**config.mk**
```make
export PLATFORM = sky130hd
export DESIGN_NAME = colour_pulse_modulator
export DESIGN_NICKNAME = d
export VERILOG_FILES = /design/src/rtl/cpm_pkg.sv /design/src/rtl/colour_pulse_modulator.sv
export SDC_FILE = /design/constraint.sdc
export NUM_CORES = 1
export LEC_CHECK = 0
export BUFFER_PORTS_ARGS = -buffer_cell sky130_fd_sc_hd__buf_2
export CAP_MARGIN = 30
export CORE_AREA = 8 8 210 212
export CTS_BUF_LIST = sky130_fd_sc_hd__clkbuf_2 sky130_fd_sc_hd__clkbuf_4 sky130_fd_sc_hd__clkbuf_8
export DETAILED_ROUTE_END_ITERATION = 7
export DIE_AREA = 0 0 218 220
export PLACE_DENSITY = 0.73
export SYNTH_ARGS = -nofsm -noshare
export SYNTH_HDL_FRONTEND = slang
export SYNTH_SLANG_ARGS = --single-unit
export TNS_END_PERCENT = 1
```
**constraint.sdc**
```tcl
create_clock -name aclk -period 6.16 [get_ports aclk]
set_clock_uncertainty 0.15 [all_clocks]
set_input_delay 0.616 -clock aclk [delete_from_list [all_inputs] [get_ports aclk]]
set_output_delay 0.616 -clock aclk [all_outputs]
set_load 0.02 [all_outputs]
```
**src/rtl/cpm_pkg.sv**
```systemverilog
`default_nettype none

package cpm_pkg;

    localparam int STEP_W   = 20;
    localparam int PHASE_W  = 24;
    localparam int SUM_W    = PHASE_W + 1;
    localparam int CHAN_W   = 8;
    localparam int NUM_CHAN = 3;
    localparam int APB_AW   = 5;
    localparam int APB_DW   = 32;

    typedef logic [STEP_W-1:0]  step_t;
    typedef logic [PHASE_W-1:0] phase_t;
    typedef logic [CHAN_W-1:0]  chan_t;
    typedef logic [APB_AW-1:0]  apb_addr_t;
    typedef logic [APB_DW-1:0]  apb_data_t;

    localparam logic [2:0] REG_BASE_RED   = 3'd0;
    localparam logic [2:0] REG_BASE_GREEN = 3'd1;
    localparam logic [2:0] REG_BASE_BLUE  = 3'd2;
    localparam logic [2:0] REG_PULSE_MODE = 3'd3;
    localparam logic [2:0] REG_CYCLE_PER  = 3'd4;

    localparam chan_t  CHAN_MAX      = 8'hFF;
    localparam phase_t PERIOD_MIN    = 24'd2;
    localparam phase_t PERIOD_RESET  = 24'd1500000;

endpackage

`default_nettype wire

```
**src/rtl/colour_pulse_modulator.sv**
```systemverilog
// Channel   | Direction | Handshake       | Payload
// s_        | in        | s_valid/s_ready | s_time_step (20b)
// m_        | out       | m_valid/m_ready | m_out_red/green/blue (8b each), m_cycle_phase (24b)
// apb       | in        | psel/penable    | paddr[4:2] register index, pwdata/prdata 32b
//
// One beat is in flight at a time; a new beat is taken only once the previous result has
// been loaded. The bit-serial datapath runs 25 modulo steps, FRACTION_BITS+1 quotient bits,
// FRACTION_BITS squaring steps and 8 channel multiply steps.
// The result register frees the datapath: a waiting result stalls only the final load.
// Synchronous active-low reset clears control and phase, and loads configuration defaults.
`default_nettype none

module colour_pulse_modulator #(
    parameter int FRACTION_BITS = 16
) (
    input  wire                 aclk,
    input  wire                 aresetn,
    input  wire                 s_valid,
    output logic                s_ready,
    input  wire cpm_pkg::step_t s_time_step,
    output logic                m_valid,
    input  wire                 m_ready,
    output cpm_pkg::chan_t      m_out_red,
    output cpm_pkg::chan_t      m_out_green,
    output cpm_pkg::chan_t      m_out_blue,
    output cpm_pkg::phase_t     m_cycle_phase,
    input  wire                 psel,
    input  wire                 penable,
    input  wire                 pwrite,
    input  wire cpm_pkg::apb_addr_t paddr,
    input  wire cpm_pkg::apb_data_t pwdata,
    output cpm_pkg::apb_data_t  prdata,
    output logic                pready
);

    import cpm_pkg::*;

    localparam int F       = FRACTION_BITS;
    localparam int CNT_MAX = (SUM_W - 1 > F) ? SUM_W - 1 : F;
    localparam int CNT_W   = $clog2(CNT_MAX + 1);

    localparam logic [CNT_W-1:0] CNT_MOD   = CNT_W'(SUM_W - 1);
    localparam logic [CNT_W-1:0] CNT_DIV   = CNT_W'(F);
    localparam logic [CNT_W-1:0] CNT_SQR   = CNT_W'(F - 1);
    localparam logic [CNT_W-1:0] CNT_MUL   = CNT_W'(CHAN_W - 1);
    localparam logic [CNT_W-1:0] CNT_ZERO  = '0;
    localparam logic [CNT_W-1:0] CNT_ONE   = CNT_W'(1);

    localparam logic [F:0] FRAC_ONE  = {1'b1, {F{1'b0}}};
    localparam logic [F:0] FRAC_HALF = {2'b01, {(F-1){1'b0}}};

    localparam logic [3:0] ST_IDLE     = 4'd0;
    localparam logic [3:0] ST_MOD      = 4'd1;
    localparam logic [3:0] ST_HALF     = 4'd2;
    localparam logic [3:0] ST_DIV      = 4'd3;
    localparam logic [3:0] ST_PREP_SQ  = 4'd4;
    localparam logic [3:0] ST_SQR      = 4'd5;
    localparam logic [3:0] ST_PREP_MUL = 4'd6;
    localparam logic [3:0] ST_MUL      = 4'd7;
    localparam logic [3:0] ST_FIN      = 4'd8;

    logic [3:0]       state_reg, state_next;
    logic [CNT_W-1:0] cnt_reg, cnt_next;
    phase_t           rem_reg, rem_next;
    logic [SUM_W-1:0] dvd_reg, dvd_next;
    phase_t           phase_count_reg, phase_count_next;
    logic             second_reg, second_next;
    logic             lower_reg, lower_next;
    logic [F:0]       t_reg, t_next;
    logic [F-1:0]     sq_mcand_reg, sq_mcand_next;
    logic [F-1:0]     sq_hi_reg, sq_hi_next;
    logic [F-1:0]     sq_lo_reg, sq_lo_next;
    logic [F:0]       f_reg, f_next;
    logic [F:0]       mul_hi_reg [NUM_CHAN];
    logic [F:0]       mul_hi_next [NUM_CHAN];
    chan_t            mul_lo_reg [NUM_CHAN];
    chan_t            mul_lo_next [NUM_CHAN];

    chan_t            base_red_reg, base_red_next;
    chan_t            base_green_reg, base_green_next;
    chan_t            base_blue_reg, base_blue_next;
    logic             pulse_mode_reg, pulse_mode_next;
    phase_t           cycle_period_reg, cycle_period_next;

    logic             m_valid_reg, m_valid_next;
    chan_t            out_red_reg, out_red_next;
    chan_t            out_green_reg, out_green_next;
    chan_t            out_blue_reg, out_blue_next;
    phase_t           cycle_phase_reg, cycle_phase_next;

    phase_t           period;
    logic [SUM_W-1:0] cand;
    logic [SUM_W-1:0] cand_diff;
    logic             cand_ge;
    phase_t           div_rem;
    logic [F:0]       sq_sum;
    logic [F:0]       sq_diff;
    logic [F:0]       ease_q;
    logic [F:0]       ease_cmp;
    logic [F+1:0]     lane_sum [NUM_CHAN];
    logic [F+CHAN_W:0] lane_prod [NUM_CHAN];
    chan_t            lane_floor [NUM_CHAN];
    chan_t            lane_res [NUM_CHAN];
    chan_t            base_arr [NUM_CHAN];
    logic             apb_wr;

    assign base_arr[0] = base_red_reg;
    assign base_arr[1] = base_green_reg;
    assign base_arr[2] = base_blue_reg;

    assign period = (cycle_period_reg < PERIOD_MIN) ? PERIOD_MIN : cycle_period_reg;

    always_comb begin
        case (state_reg)
            ST_MOD:  cand = {rem_reg, dvd_reg[SUM_W-1]};
            ST_HALF: cand = {rem_reg, 1'b0};
            ST_DIV:  cand = (cnt_reg == CNT_DIV) ? {1'b0, rem_reg} : {rem_reg, 1'b0};
            default: cand = '0;
        endcase
    end

    assign cand_ge   = cand >= {1'b0, period};
    assign cand_diff = cand - {1'b0, period};
    assign div_rem   = cand_ge ? cand_diff[PHASE_W-1:0] : cand[PHASE_W-1:0];

    assign sq_sum   = {1'b0, sq_hi_reg} + (sq_lo_reg[0] ? {1'b0, sq_mcand_reg} : '0);
    assign sq_diff  = FRAC_ONE - t_reg;
    assign ease_q   = {sq_hi_reg, sq_lo_reg[F-1]};
    assign ease_cmp = FRAC_ONE - ease_q;

    always_comb begin
        for (int i = 0; i < NUM_CHAN; i++) begin
            lane_sum[i]   = {1'b0, mul_hi_reg[i]} + (mul_lo_reg[i][0] ? {1'b0, f_reg} : '0);
            lane_prod[i]  = {mul_hi_reg[i], mul_lo_reg[i]};
            lane_floor[i] = lane_prod[i][F+CHAN_W-1:F];
            if (!pulse_mode_reg) begin
                lane_res[i] = lane_floor[i];
            end else if (!second_reg) begin
                lane_res[i] = base_arr[i] + lane_floor[i];
            end else begin
                lane_res[i] = CHAN_MAX - lane_floor[i] - {7'd0, |lane_prod[i][F-1:0]};
            end
        end
    end

    assign apb_wr = psel && penable && pwrite;

    always_comb begin
        state_next        = state_reg;
        cnt_next          = cnt_reg;
        rem_next          = rem_reg;
        dvd_next          = dvd_reg;
        phase_count_next  = phase_count_reg;
        second_next       = second_reg;
        lower_next        = lower_reg;
        t_next            = t_reg;
        sq_mcand_next     = sq_mcand_reg;
        sq_hi_next        = sq_hi_reg;
        sq_lo_next        = sq_lo_reg;
        f_next            = f_reg;
        for (int i = 0; i < NUM_CHAN; i++) begin
            mul_hi_next[i] = mul_hi_reg[i];
            mul_lo_next[i] = mul_lo_reg[i];
        end
        m_valid_next      = m_valid_reg && !m_ready;
        out_red_next      = out_red_reg;
        out_green_next    = out_green_reg;
        out_blue_next     = out_blue_reg;
        cycle_phase_next  = cycle_phase_reg;
        base_red_next     = base_red_reg;
        base_green_next   = base_green_reg;
        base_blue_next    = base_blue_reg;
        pulse_mode_next   = pulse_mode_reg;
        cycle_period_next = cycle_period_reg;

        if (apb_wr) begin
            case (paddr[4:2])
                REG_BASE_RED:   base_red_next     = pwdata[CHAN_W-1:0];
                REG_BASE_GREEN: base_green_next   = pwdata[CHAN_W-1:0];
                REG_BASE_BLUE:  base_blue_next    = pwdata[CHAN_W-1:0];
                REG_PULSE_MODE: pulse_mode_next   = pwdata[0];
                REG_CYCLE_PER:  cycle_period_next = pwdata[PHASE_W-1:0];
                default: ;
            endcase
        end

        case (state_reg)
            ST_IDLE: begin
                if (s_valid) begin
                    dvd_next   = {1'b0, phase_count_reg} + SUM_W'(s_time_step);
                    rem_next   = '0;
                    cnt_next   = CNT_MOD;
                    state_next = ST_MOD;
                end
            end
            ST_MOD: begin
                rem_next = div_rem;
                dvd_next = {dvd_reg[SUM_W-2:0], 1'b0};
                cnt_next = cnt_reg - CNT_ONE;
                if (cnt_reg == CNT_ZERO) begin
                    phase_count_next = div_rem;
                    state_next       = ST_HALF;
                end
            end
            ST_HALF: begin
                second_next = cand_ge && (cand != {1'b0, period});
                rem_next    = (cand_ge && (cand != {1'b0, period})) ?
                              cand_diff[PHASE_W-1:0] : cand[PHASE_W-1:0];
                t_next      = '0;
                cnt_next    = CNT_DIV;
                state_next  = ST_DIV;
            end
            ST_DIV: begin
                rem_next = div_rem;
                t_next   = {t_reg[F-1:0], cand_ge};
                cnt_next = cnt_reg - CNT_ONE;
                if (cnt_reg == CNT_ZERO) begin
                    state_next = ST_PREP_SQ;
                end
            end
            ST_PREP_SQ: begin
                lower_next    = t_reg < FRAC_HALF;
                sq_mcand_next = (t_reg < FRAC_HALF) ? t_reg[F-1:0] : sq_diff[F-1:0];
                sq_lo_next    = (t_reg < FRAC_HALF) ? t_reg[F-1:0] : sq_diff[F-1:0];
                sq_hi_next    = '0;
                cnt_next      = CNT_SQR;
                state_next    = ST_SQR;
            end
            ST_SQR: begin
                sq_hi_next = sq_sum[F:1];
                sq_lo_next = {sq_sum[0], sq_lo_reg[F-1:1]};
                cnt_next   = cnt_reg - CNT_ONE;
                if (cnt_reg == CNT_ZERO) begin
                    state_next = ST_PREP_MUL;
                end
            end
            ST_PREP_MUL: begin
                f_next = (lower_reg ^ (!pulse_mode_reg && !second_reg)) ? ease_q : ease_cmp;
                for (int i = 0; i < NUM_CHAN; i++) begin
                    mul_hi_next[i] = '0;
                    mul_lo_next[i] = pulse_mode_reg ? (CHAN_MAX - base_arr[i]) : base_arr[i];
                end
                cnt_next   = CNT_MUL;
                state_next = ST_MUL;
            end
            ST_MUL: begin
                for (int i = 0; i < NUM_CHAN; i++) begin
                    mul_hi_next[i] = lane_sum[i][F+1:1];
                    mul_lo_next[i] = {lane_sum[i][0], mul_lo_reg[i][CHAN_W-1:1]};
                end
                cnt_next = cnt_reg - CNT_ONE;
                if (cnt_reg == CNT_ZERO) begin
                    state_next = ST_FIN;
                end
            end
            ST_FIN: begin
                if (!m_valid_reg || m_ready) begin
                    out_red_next     = lane_res[0];
                    out_green_next   = lane_res[1];
                    out_blue_next    = lane_res[2];
                    cycle_phase_next = phase_count_reg;
                    m_valid_next     = 1'b1;
                    state_next       = ST_IDLE;
                end
            end
            default: begin
                state_next = ST_IDLE;
            end
        endcase
    end

    always_ff @(posedge aclk) begin
        if (!aresetn) begin
            state_reg        <= ST_IDLE;
            cnt_reg          <= '0;
            phase_count_reg  <= '0;
            m_valid_reg      <= 1'b0;
            base_red_reg     <= CHAN_MAX;
            base_green_reg   <= CHAN_MAX;
            base_blue_reg    <= CHAN_MAX;
            pulse_mode_reg   <= 1'b0;
            cycle_period_reg <= PERIOD_RESET;
        end else begin
            state_reg        <= state_next;
            cnt_reg          <= cnt_next;
            phase_count_reg  <= phase_count_next;
            m_valid_reg      <= m_valid_next;
            base_red_reg     <= base_red_next;
            base_green_reg   <= base_green_next;
            base_blue_reg    <= base_blue_next;
            pulse_mode_reg   <= pulse_mode_next;
            cycle_period_reg <= cycle_period_next;
        end
    end

    always_ff @(posedge aclk) begin
        rem_reg         <= rem_next;
        dvd_reg         <= dvd_next;
        second_reg      <= second_next;
        lower_reg       <= lower_next;
        t_reg           <= t_next;
        sq_mcand_reg    <= sq_mcand_next;
        sq_hi_reg       <= sq_hi_next;
        sq_lo_reg       <= sq_lo_next;
        f_reg           <= f_next;
        for (int i = 0; i < NUM_CHAN; i++) begin
            mul_hi_reg[i] <= mul_hi_next[i];
            mul_lo_reg[i] <= mul_lo_next[i];
        end
        out_red_reg     <= out_red_next;
        out_green_reg   <= out_green_next;
        out_blue_reg    <= out_blue_next;
        cycle_phase_reg <= cycle_phase_next;
    end

    always_comb begin
        case (paddr[4:2])
            REG_BASE_RED:   prdata = APB_DW'(base_red_reg);
            REG_BASE_GREEN: prdata = APB_DW'(base_green_reg);
            REG_BASE_BLUE:  prdata = APB_DW'(base_blue_reg);
            REG_PULSE_MODE: prdata = APB_DW'(pulse_mode_reg);
            REG_CYCLE_PER:  prdata = APB_DW'(cycle_period_reg);
            default:        prdata = '0;
        endcase
    end

    assign pready        = 1'b1;
    assign s_ready       = (state_reg == ST_IDLE);
    assign m_valid       = m_valid_reg;
    assign m_out_red     = out_red_reg;
    assign m_out_green   = out_green_reg;
    assign m_out_blue    = out_blue_reg;
    assign m_cycle_phase = cycle_phase_reg;

endmodule

`default_nettype wire

```
==> flow_summary_export.csv, run 1 <==
group,metric,value,unit
outcome,run_status,"finished clean",
power,power.total,6.31,mW
floorplanning,num_rows,74,
finish,drive_gt1_share,11.9,%
finish,fin_util,60.5,%
clock_tree,post-cts-setup-buffer-count,0,
global_route,grt_max_degree,98,
timing,hold_slack,0.0472,ns
route,firstDrtPassIters,5,
synthesis,ys_seq_area_share,42.4,%
timing,grt_setup_unrepaired,"no",
placement,io_buffer_count,127,
power,p_leak,9.70,nW
worst_setup_path,cp-start-kind,"flip-flop",
synthesis,synth-edff-count,256,
timing,finalHoldViolations,0,
synthesis,ys_seq_elements,339,
timing,period_share,83.8,%
route,ant_nets,0,
power,pwr-share-clk,34.3,%
synthesis,synth_cell_types,87,
floorplanning,dieArea,48000,um2
synthesis,synth_flop_cell,"edfxtp_1",
floorplanning,io_pins,147,
finish,syn_to_final_growth,11.3,%
synthesis,synth.largest_area_cell,"edfxtp_1",
timing,fmax,194,MHz
finish,fin_nets,2732,
synthesis,netlist_instances,2396,
route,drt-initial-drc-count,1614,
route,avgViaCountPerCell,5.92,
worst_setup_path,required,6.52,ns
timing,post-route-min-period,5.16,ns
synthesis,async_reset_ff_share,0,%
clock_tree,clkSlewWorstSetupHoldPaths,0.07,ns
global_route,grt.overflow.total,0,
floorplanning,coreArea,40600,um2
power,seqPwrFrac,44.0,%
clock_tree,numCtsBuffers,58,
flow_run,drv_cap,0,
route,routed_wl,58500,um
global_route,antenna_found_initial,0,
power,p_switching,1.95,mW
synthesis,avgSynthCellArea,9.20,um2
worst_setup_path,cp_max_fo,22,
global_route,grt_pass1_vias,17600,
power,internal_power,4.36,mW
worst_setup_path,slowest_delay,0.74,ns
power,share_comb_of_total_power,21.7,%
route,routedWlPerCell,18.9,um
worst_setup_path,path_buf_inv,4,
floorplanning,fp.dieH,220,um
worst_setup_path,path_cells,"inv_1 > ha_1 > nor3b_2 > nand4_1 > buf_4 > nand2_1 > a21oi_1 > ha_1 > and3_1 > nand4_1 > nor2b_1 > inv_1 > or3_1 > buf_4 > and2_1 > nand2b_1 > a221oi_1",
worst_setup_path,worstPathArrival,5.52,ns
synthesis,synth_area,22000,um2
timing,worstMarginPinSlew,1.09,ns
clock_tree,clk_latency,0.68,ns
synthesis,synth_area_leaders,"edfxtp_1 35%, ha_1 8.1%, dfxtp_1 7.5%, a21oi_1 5.0%, nand2_1 4.8%",
timing,setup-tns-final,0,ns
synthesis,yosysWarningCount,0,
clock_tree,clk_path_buf_depth,3,
timing,maxSlewHeadroom,26.9,%
synthesis,synth_top_area_share,34.9,%
timing,finalSetupViolCount,0,
finish,num_antenna_cells,0,
power,swShare,30.9,%
power,ir_drop,0.000142,V
worst_setup_path,crit_family,"simple AND/OR/NAND/NOR gates",
clock_tree,cts.repair.resized,0,
worst_setup_path,path_class,"flip-flop to flip-flop",
route,drc,0,
global_route,grt_pass1_wl,93000,um
placement,dp.final_hpwl,42000,um
worst_setup_path,slowest_stage,"or3_1",
clock_tree,cts_tree,"built",
floorplanning,initial_utilization,54.3,%
placement,gp_congestion,0.903,
clock_tree,ctsHoldBuffers,13,
timing,drv_slew,0,
clock_tree,cts-root-buf,"clkbuf_8",
clock_tree,clock-sinks,339,
min_path,hp-class,"input port to flip-flop",
worst_setup_path,cp-end-kind,"flip-flop",
global_route,grt_usage,24.0,%
floorplanning,chipWidth,218,um
power,p_per_area,257,nW/um2
route,vias,18300,
finish,largest_reg_flops,51,
clock_tree,htree_levels,2,
-- area by class of cell --
| class | instances | area, um2 |
|---|---|---|
| inverters | 98 | 368 |
| clock buffers | 86 | 1060 |
| clock inverters | 22 | 159 |
| multi-input cells | 1850 | 11900 |
| fillers | 3488 | 16000 |
| repair buffers | 170 | 1050 |
| well taps | 532 | 666 |
| flip-flops and latches | 339 | 9350 |
-- cell families (layout without fill, tap and decap cells) --
| group | Yosys count | in the layout | share of synthesized area (%) |
|---|---|---|---|
| and+or+nand+nor | 915 | 915 | 20.1 |
| AOI/OAI and AO/OA | 574 | 574 | 16.2 |
| DFF | 339 | 339 | 42.4 |
| buffers and inverters | 214 | 376 | 4.06 |
| xor gates and xnor gates | 154 | 154 | 6.16 |
| adders and majority gates | 151 | 151 | 8.88 |
| muxes | 47 | 47 | 2.15 |
| other | 2 | 9 | 0.0341 |
-- power by group through the flow --
stage / Sequential [mW] / Combinational [mW] / Clock [mW]
floorplan: 2.76 / 1.07 / 0
global route: 2.79 / 1.51 / 2.31
global placement: 2.81 / 1.29 / 0
detailed placement: 2.82 / 1.33 / 0
finish: 2.78 / 1.37 / 2.17
CTS: 2.77 / 1.35 / 2.21
-- final timing paths --
check / startpoint / to / slack [ns] / cells after the start
max: cnt_reg[0]$_SDFFE_PN0P_ / rem_reg[1]$_DFFE_PP_ / 1.0 / 17
min: pwdata[9] / cycle_period_reg[9]$_SDFFE_PN1P_ / 0.05 / 3
max reg2reg: cnt_reg[0]$_SDFFE_PN0P_ / rem_reg[1]$_DFFE_PP_ / 1.0 / 17
min reg2reg: cnt_reg[1]$_SDFFE_PN0P_ / cnt_reg[1]$_SDFFE_PN0P_ / 0.34 / 2
-- per-stage QoR --
stage	setup slack [ns]	instance area, um2	instances
floorplan	1.82	22100	2403
global placement	1.12	23100	2970
detailed placement	1.08	23100	2975
CTS	1.07	24500	3096
global route	0.583	24500	3097
finish	0.997	24500	3097
-- layer usage --
| layer | wire length [um] | up-vias | global-route usage (%) | part of all wire (%) |
|---|---|---|---|---|
| li1 | - | 8856 | - | - |
| met1 | 25000 | 8716 | 31.5 | 43 |
| met5 | 0 | - | 0 | 0 |
| met4 | 1660 | 0 | 7.97 | 2.8 |
| met2 | 27100 | 655 | 39.3 | 46 |
| met3 | 4700 | 105 | 4.79 | 8.0 |
-- worst min-delay path, stage by stage --
cell      delay [ns]
buf_2           0.10
nand2_1         0.05
o211ai_1        0.08
-- cell usage after synthesis, types with 6 or more instances --
master	n
nand2_1	279
edfxtp_1	256
nor2_1	234
a21oi_1	219
ha_1	142
o21ai_0	133
xnor2_1	100
inv_1	96
dfxtp_1	83
clkbuf_1	80
and2_1	74
nand3_1	68
xor2_1	53
and3_1	52
nor3_1	49
mux2i_1	45
a21o_1	33
nor4_1	25
o21a_1	24
nor2b_1	23
nand2b_1	20
nand4_1	18
nor3b_1	18
o211ai_1	18
a221oi_1	17
a31oi_1	16
o21bai_1	14
a311oi_1	13
buf_1	13
nand3b_1	13
o22ai_1	13
a211oi_1	11
buf_4	10
fa_1	9
or3_1	9
o31ai_1	8
buf_2	7
or2_2	7
buf_6	6
o41ai_1	6
or4_1	6
-- cells in the final DEF, fill, tap and decap left out, types with 14 or more instances in the layout --
master    count
ha_1        142
a21o_1       33
nand4_1      18
edfxtp_1    256
and2_1       74
o21a_1       24
o21bai_1     14
nor4_1       25
buf_2       127
inv_1        96
nor3b_1      16
a221oi_1     17
nor2b_1      22
and3_1       52
o21ai_0     133
nand2b_1     20
dfxtp_1      82
a31oi_1      16
xor2_1       53
nor3_1       46
xnor2_1     100
clkbuf_8     67
a21oi_1     219
nor2_1      232
nand2_1     279
mux2i_1      45
clkbuf_4     19
o211ai_1     18
buf_4        25
nand3_1      68
(Power assumes the default switching activity.)
==> inputs of run 2 (changes only) <==
==> constraint.sdc (replaced) <==
create_clock -name aclk -period 5.16 [get_ports aclk]
set_clock_uncertainty 0.15 [all_clocks]
set_input_delay 0.516 -clock aclk [delete_from_list [all_inputs] [get_ports aclk]]
set_output_delay 0.516 -clock aclk [all_outputs]
set_load 0.02 [all_outputs]
==> run 2 against run 1 <==
Compared with the run above:
- die area is the same
- design area grew 0.15%
- sequential power grew 19%
- maximum frequency grew 9.4%
- utilization grew 0.093 points
- critical endpoint is now rem_reg[18]$_DFFE_PP_
- clock power grew 14%
- via count grew 0.26%
- sequential cell count is the same
- critical path depth is the same
- largest cell class unchanged
==> flow_summary_export.csv, run 2 (synthesis gave the netlist of run 1 again) <==
group,metric,value,unit
outcome,run_status,"finished clean",
global_route,grt_max_degree,98,
worst_setup_path,reg2reg_depth,17,
timing,finalSetupViolCount,0,
power,ir_drop,0.000177,V
route,drc,0,
floorplanning,fp.dieH,220,um
global_route,grt_pass1_vias,17700,
worst_setup_path,cp_num_cells,17,
worst_setup_path,path_buf_inv,2,
finish,drive_gt1_share,11.9,%
floorplanning,io_pins,147,
route,avgViaCountPerCell,5.90,
clock_tree,clock-sinks,339,
finish,fin_nets,2746,
worst_setup_path,slowest_delay,0.50,ns
clock_tree,clk_path_buf_depth,3,
worst_setup_path,crit_family,"compound AO/OA/AOI/OAI gates",
worst_setup_path,slowest_stage,"o41ai_2",
floorplanning,dieArea,48000,um2
finish,largest_reg_flops,51,
power,p_leak,9.72,nW
flow_run,drv_cap,0,
placement,dp_cells,2981,
global_route,grt.overflow.total,0,
power,p_per_area,303,nW/um2
finish,fin_util,60.5,%
clock_tree,clkSlewWorstSetupHoldPaths,0.07,ns
worst_setup_path,path_class,"flip-flop to flip-flop",
timing,setup-tns-final,0,ns
global_route,grt_usage,23.8,%
worst_setup_path,worstPathArrival,5.07,ns
placement,dp.final_hpwl,43100,um
timing,grt_setup_unrepaired,"no",
floorplanning,num_rows,74,
clock_tree,cts_tree,"built",
timing,maxSlewHeadroom,32.3,%
global_route,antenna_found_initial,1,
route,vias,18400,
finish,fin_cells,3114,
floorplanning,coreArea,40600,um2
global_route,grt_pass1_wl,92400,um
worst_setup_path,cp_max_fo,24,
finish,syn_to_final_growth,11.4,%
timing,worstMarginPinSlew,1.02,ns
clock_tree,cts-root-buf,"clkbuf_8",
floorplanning,initial_utilization,54.3,%
placement,gp_congestion,0.902,
timing,period_share,91.5,%
route,firstDrtPassIters,6,
route,ant_nets,0,
worst_setup_path,path_cells,"inv_1 > ha_1 > nor3b_2 > and4_1 > buf_4 > a32oi_1 > ha_1 > fa_1 > nor2b_4 > o31a_1 > o41ai_2 > a211o_1 > nor3b_4 > nor2_1 > xnor2_2 > mux2i_1 > a221oi_2",
finish,fillers,3448,
finish,final_common_cell,"nand2_1",
placement,dp_slack,0.563,ns
clock_tree,clk_latency,0.68,ns
worst_setup_path,cp-start-kind,"flip-flop",
clock_tree,numCtsBuffers,59,
worst_setup_path,cp-end-kind,"flip-flop",
placement,io_buffer_count,127,
route,routed_wl,58500,um
min_path,hp-class,"input port to flip-flop",
min_path,whs_path_depth,3,
finish,layout_common_cells,"279 x nand2_1, 256 x edfxtp_1, 232 x nor2_1",
clock_tree,htree_levels,2,
timing,drv_slew,0,
clock_tree,cts.repair.resized,0,
timing,finalHoldViolations,0,
floorplanning,chipWidth,218,um
route,routedWlPerCell,18.8,um
timing,fmax,212,MHz
timing,fin_ws,0.440,ns
worst_setup_path,cp_common_cell,"ha_1",
timing,post-route-min-period,4.72,ns
route,drt-initial-drc-count,1627,
worst_setup_path,required,5.51,ns
==> run 2: changes by cell type in the layout (fill, tap and decap cells not counted), moves of 2 or more <==
cell and change:
buf_4 +8, bufinv_16 -2, clkbuf_4 -2, clkinv_1 +7, clkinv_2 -2, clkinvlp_4 +2, dlygate4sd3_1 +7
==> run 2: final timing paths <==
check / from / to / slack [ns]
worst min-delay path: pwdata[7] / cycle_period_reg[7]$_SDFFE_PN0P_ / 0.05
worst min register to register: cnt_reg[1]$_SDFFE_PN0P_ / cnt_reg[1]$_SDFFE_PN0P_ / 0.33
worst max-delay path: cnt_reg[0]$_SDFFE_PN0P_ / rem_reg[18]$_DFFE_PP_ / 0.44
worst max register to register: cnt_reg[0]$_SDFFE_PN0P_ / rem_reg[18]$_DFFE_PP_ / 0.44
==> run 2: final cells by class <==
type	instances	area [um2]	area share (%)
Antenna cell	1	2.50	0.0102
Timing Repair Buffer	183	1130	4.59
Inverter	98	368	1.50
Multi-Input combinational cell	1850	11900	48.3
Sequential cell	339	9350	38.1
Clock inverter	27	128	0.520
Clock buffer	84	1050	4.28
Tap cell	532	666	2.71
==> run 2: timing repair <==
action,CTS,global route
hold endpoints to repair,27,0
hold buffers,20,0
setup buffers,0,0
==> run 2: report_power, final <==
group / internal, mW / switching [mW]
sequential: 3.17 / 0.141
combinational: 0.628 / 1.02
clock: 1.31 / 1.17
total: 5.11 / 2.33
==> run 2: worst min-delay path, stage by stage <==
cell and delay (ns):
buf_2 0.16, nand2_1 0.07, a21oi_1 0.05
==> run 2: metrics by stage <==
step	instance area (um2)	hold WS [ns]	power, mW
2_1_floorplan	22100	0.279	4.58
3_3_place_gp	23100	0.312	4.90
3_5_place_dp	23200	0.324	4.97
4_1_cts	24500	0.000369	7.46
5_1_grt	24600	0.0321	7.78
6_report	24600	0.0514	7.44
==> run 2: metal layers <==
layer | track usage (%) | part of all wire (%) | vias to the layer above
met5 | 0 | 0 | -
met4 | 8.46 | 3.2 | 0
met3 | 4.52 | 7.7 | 115
met2 | 39.3 | 46 | 672
met1 | 31.0 | 43 | 8674
li1 | - | - | 8919
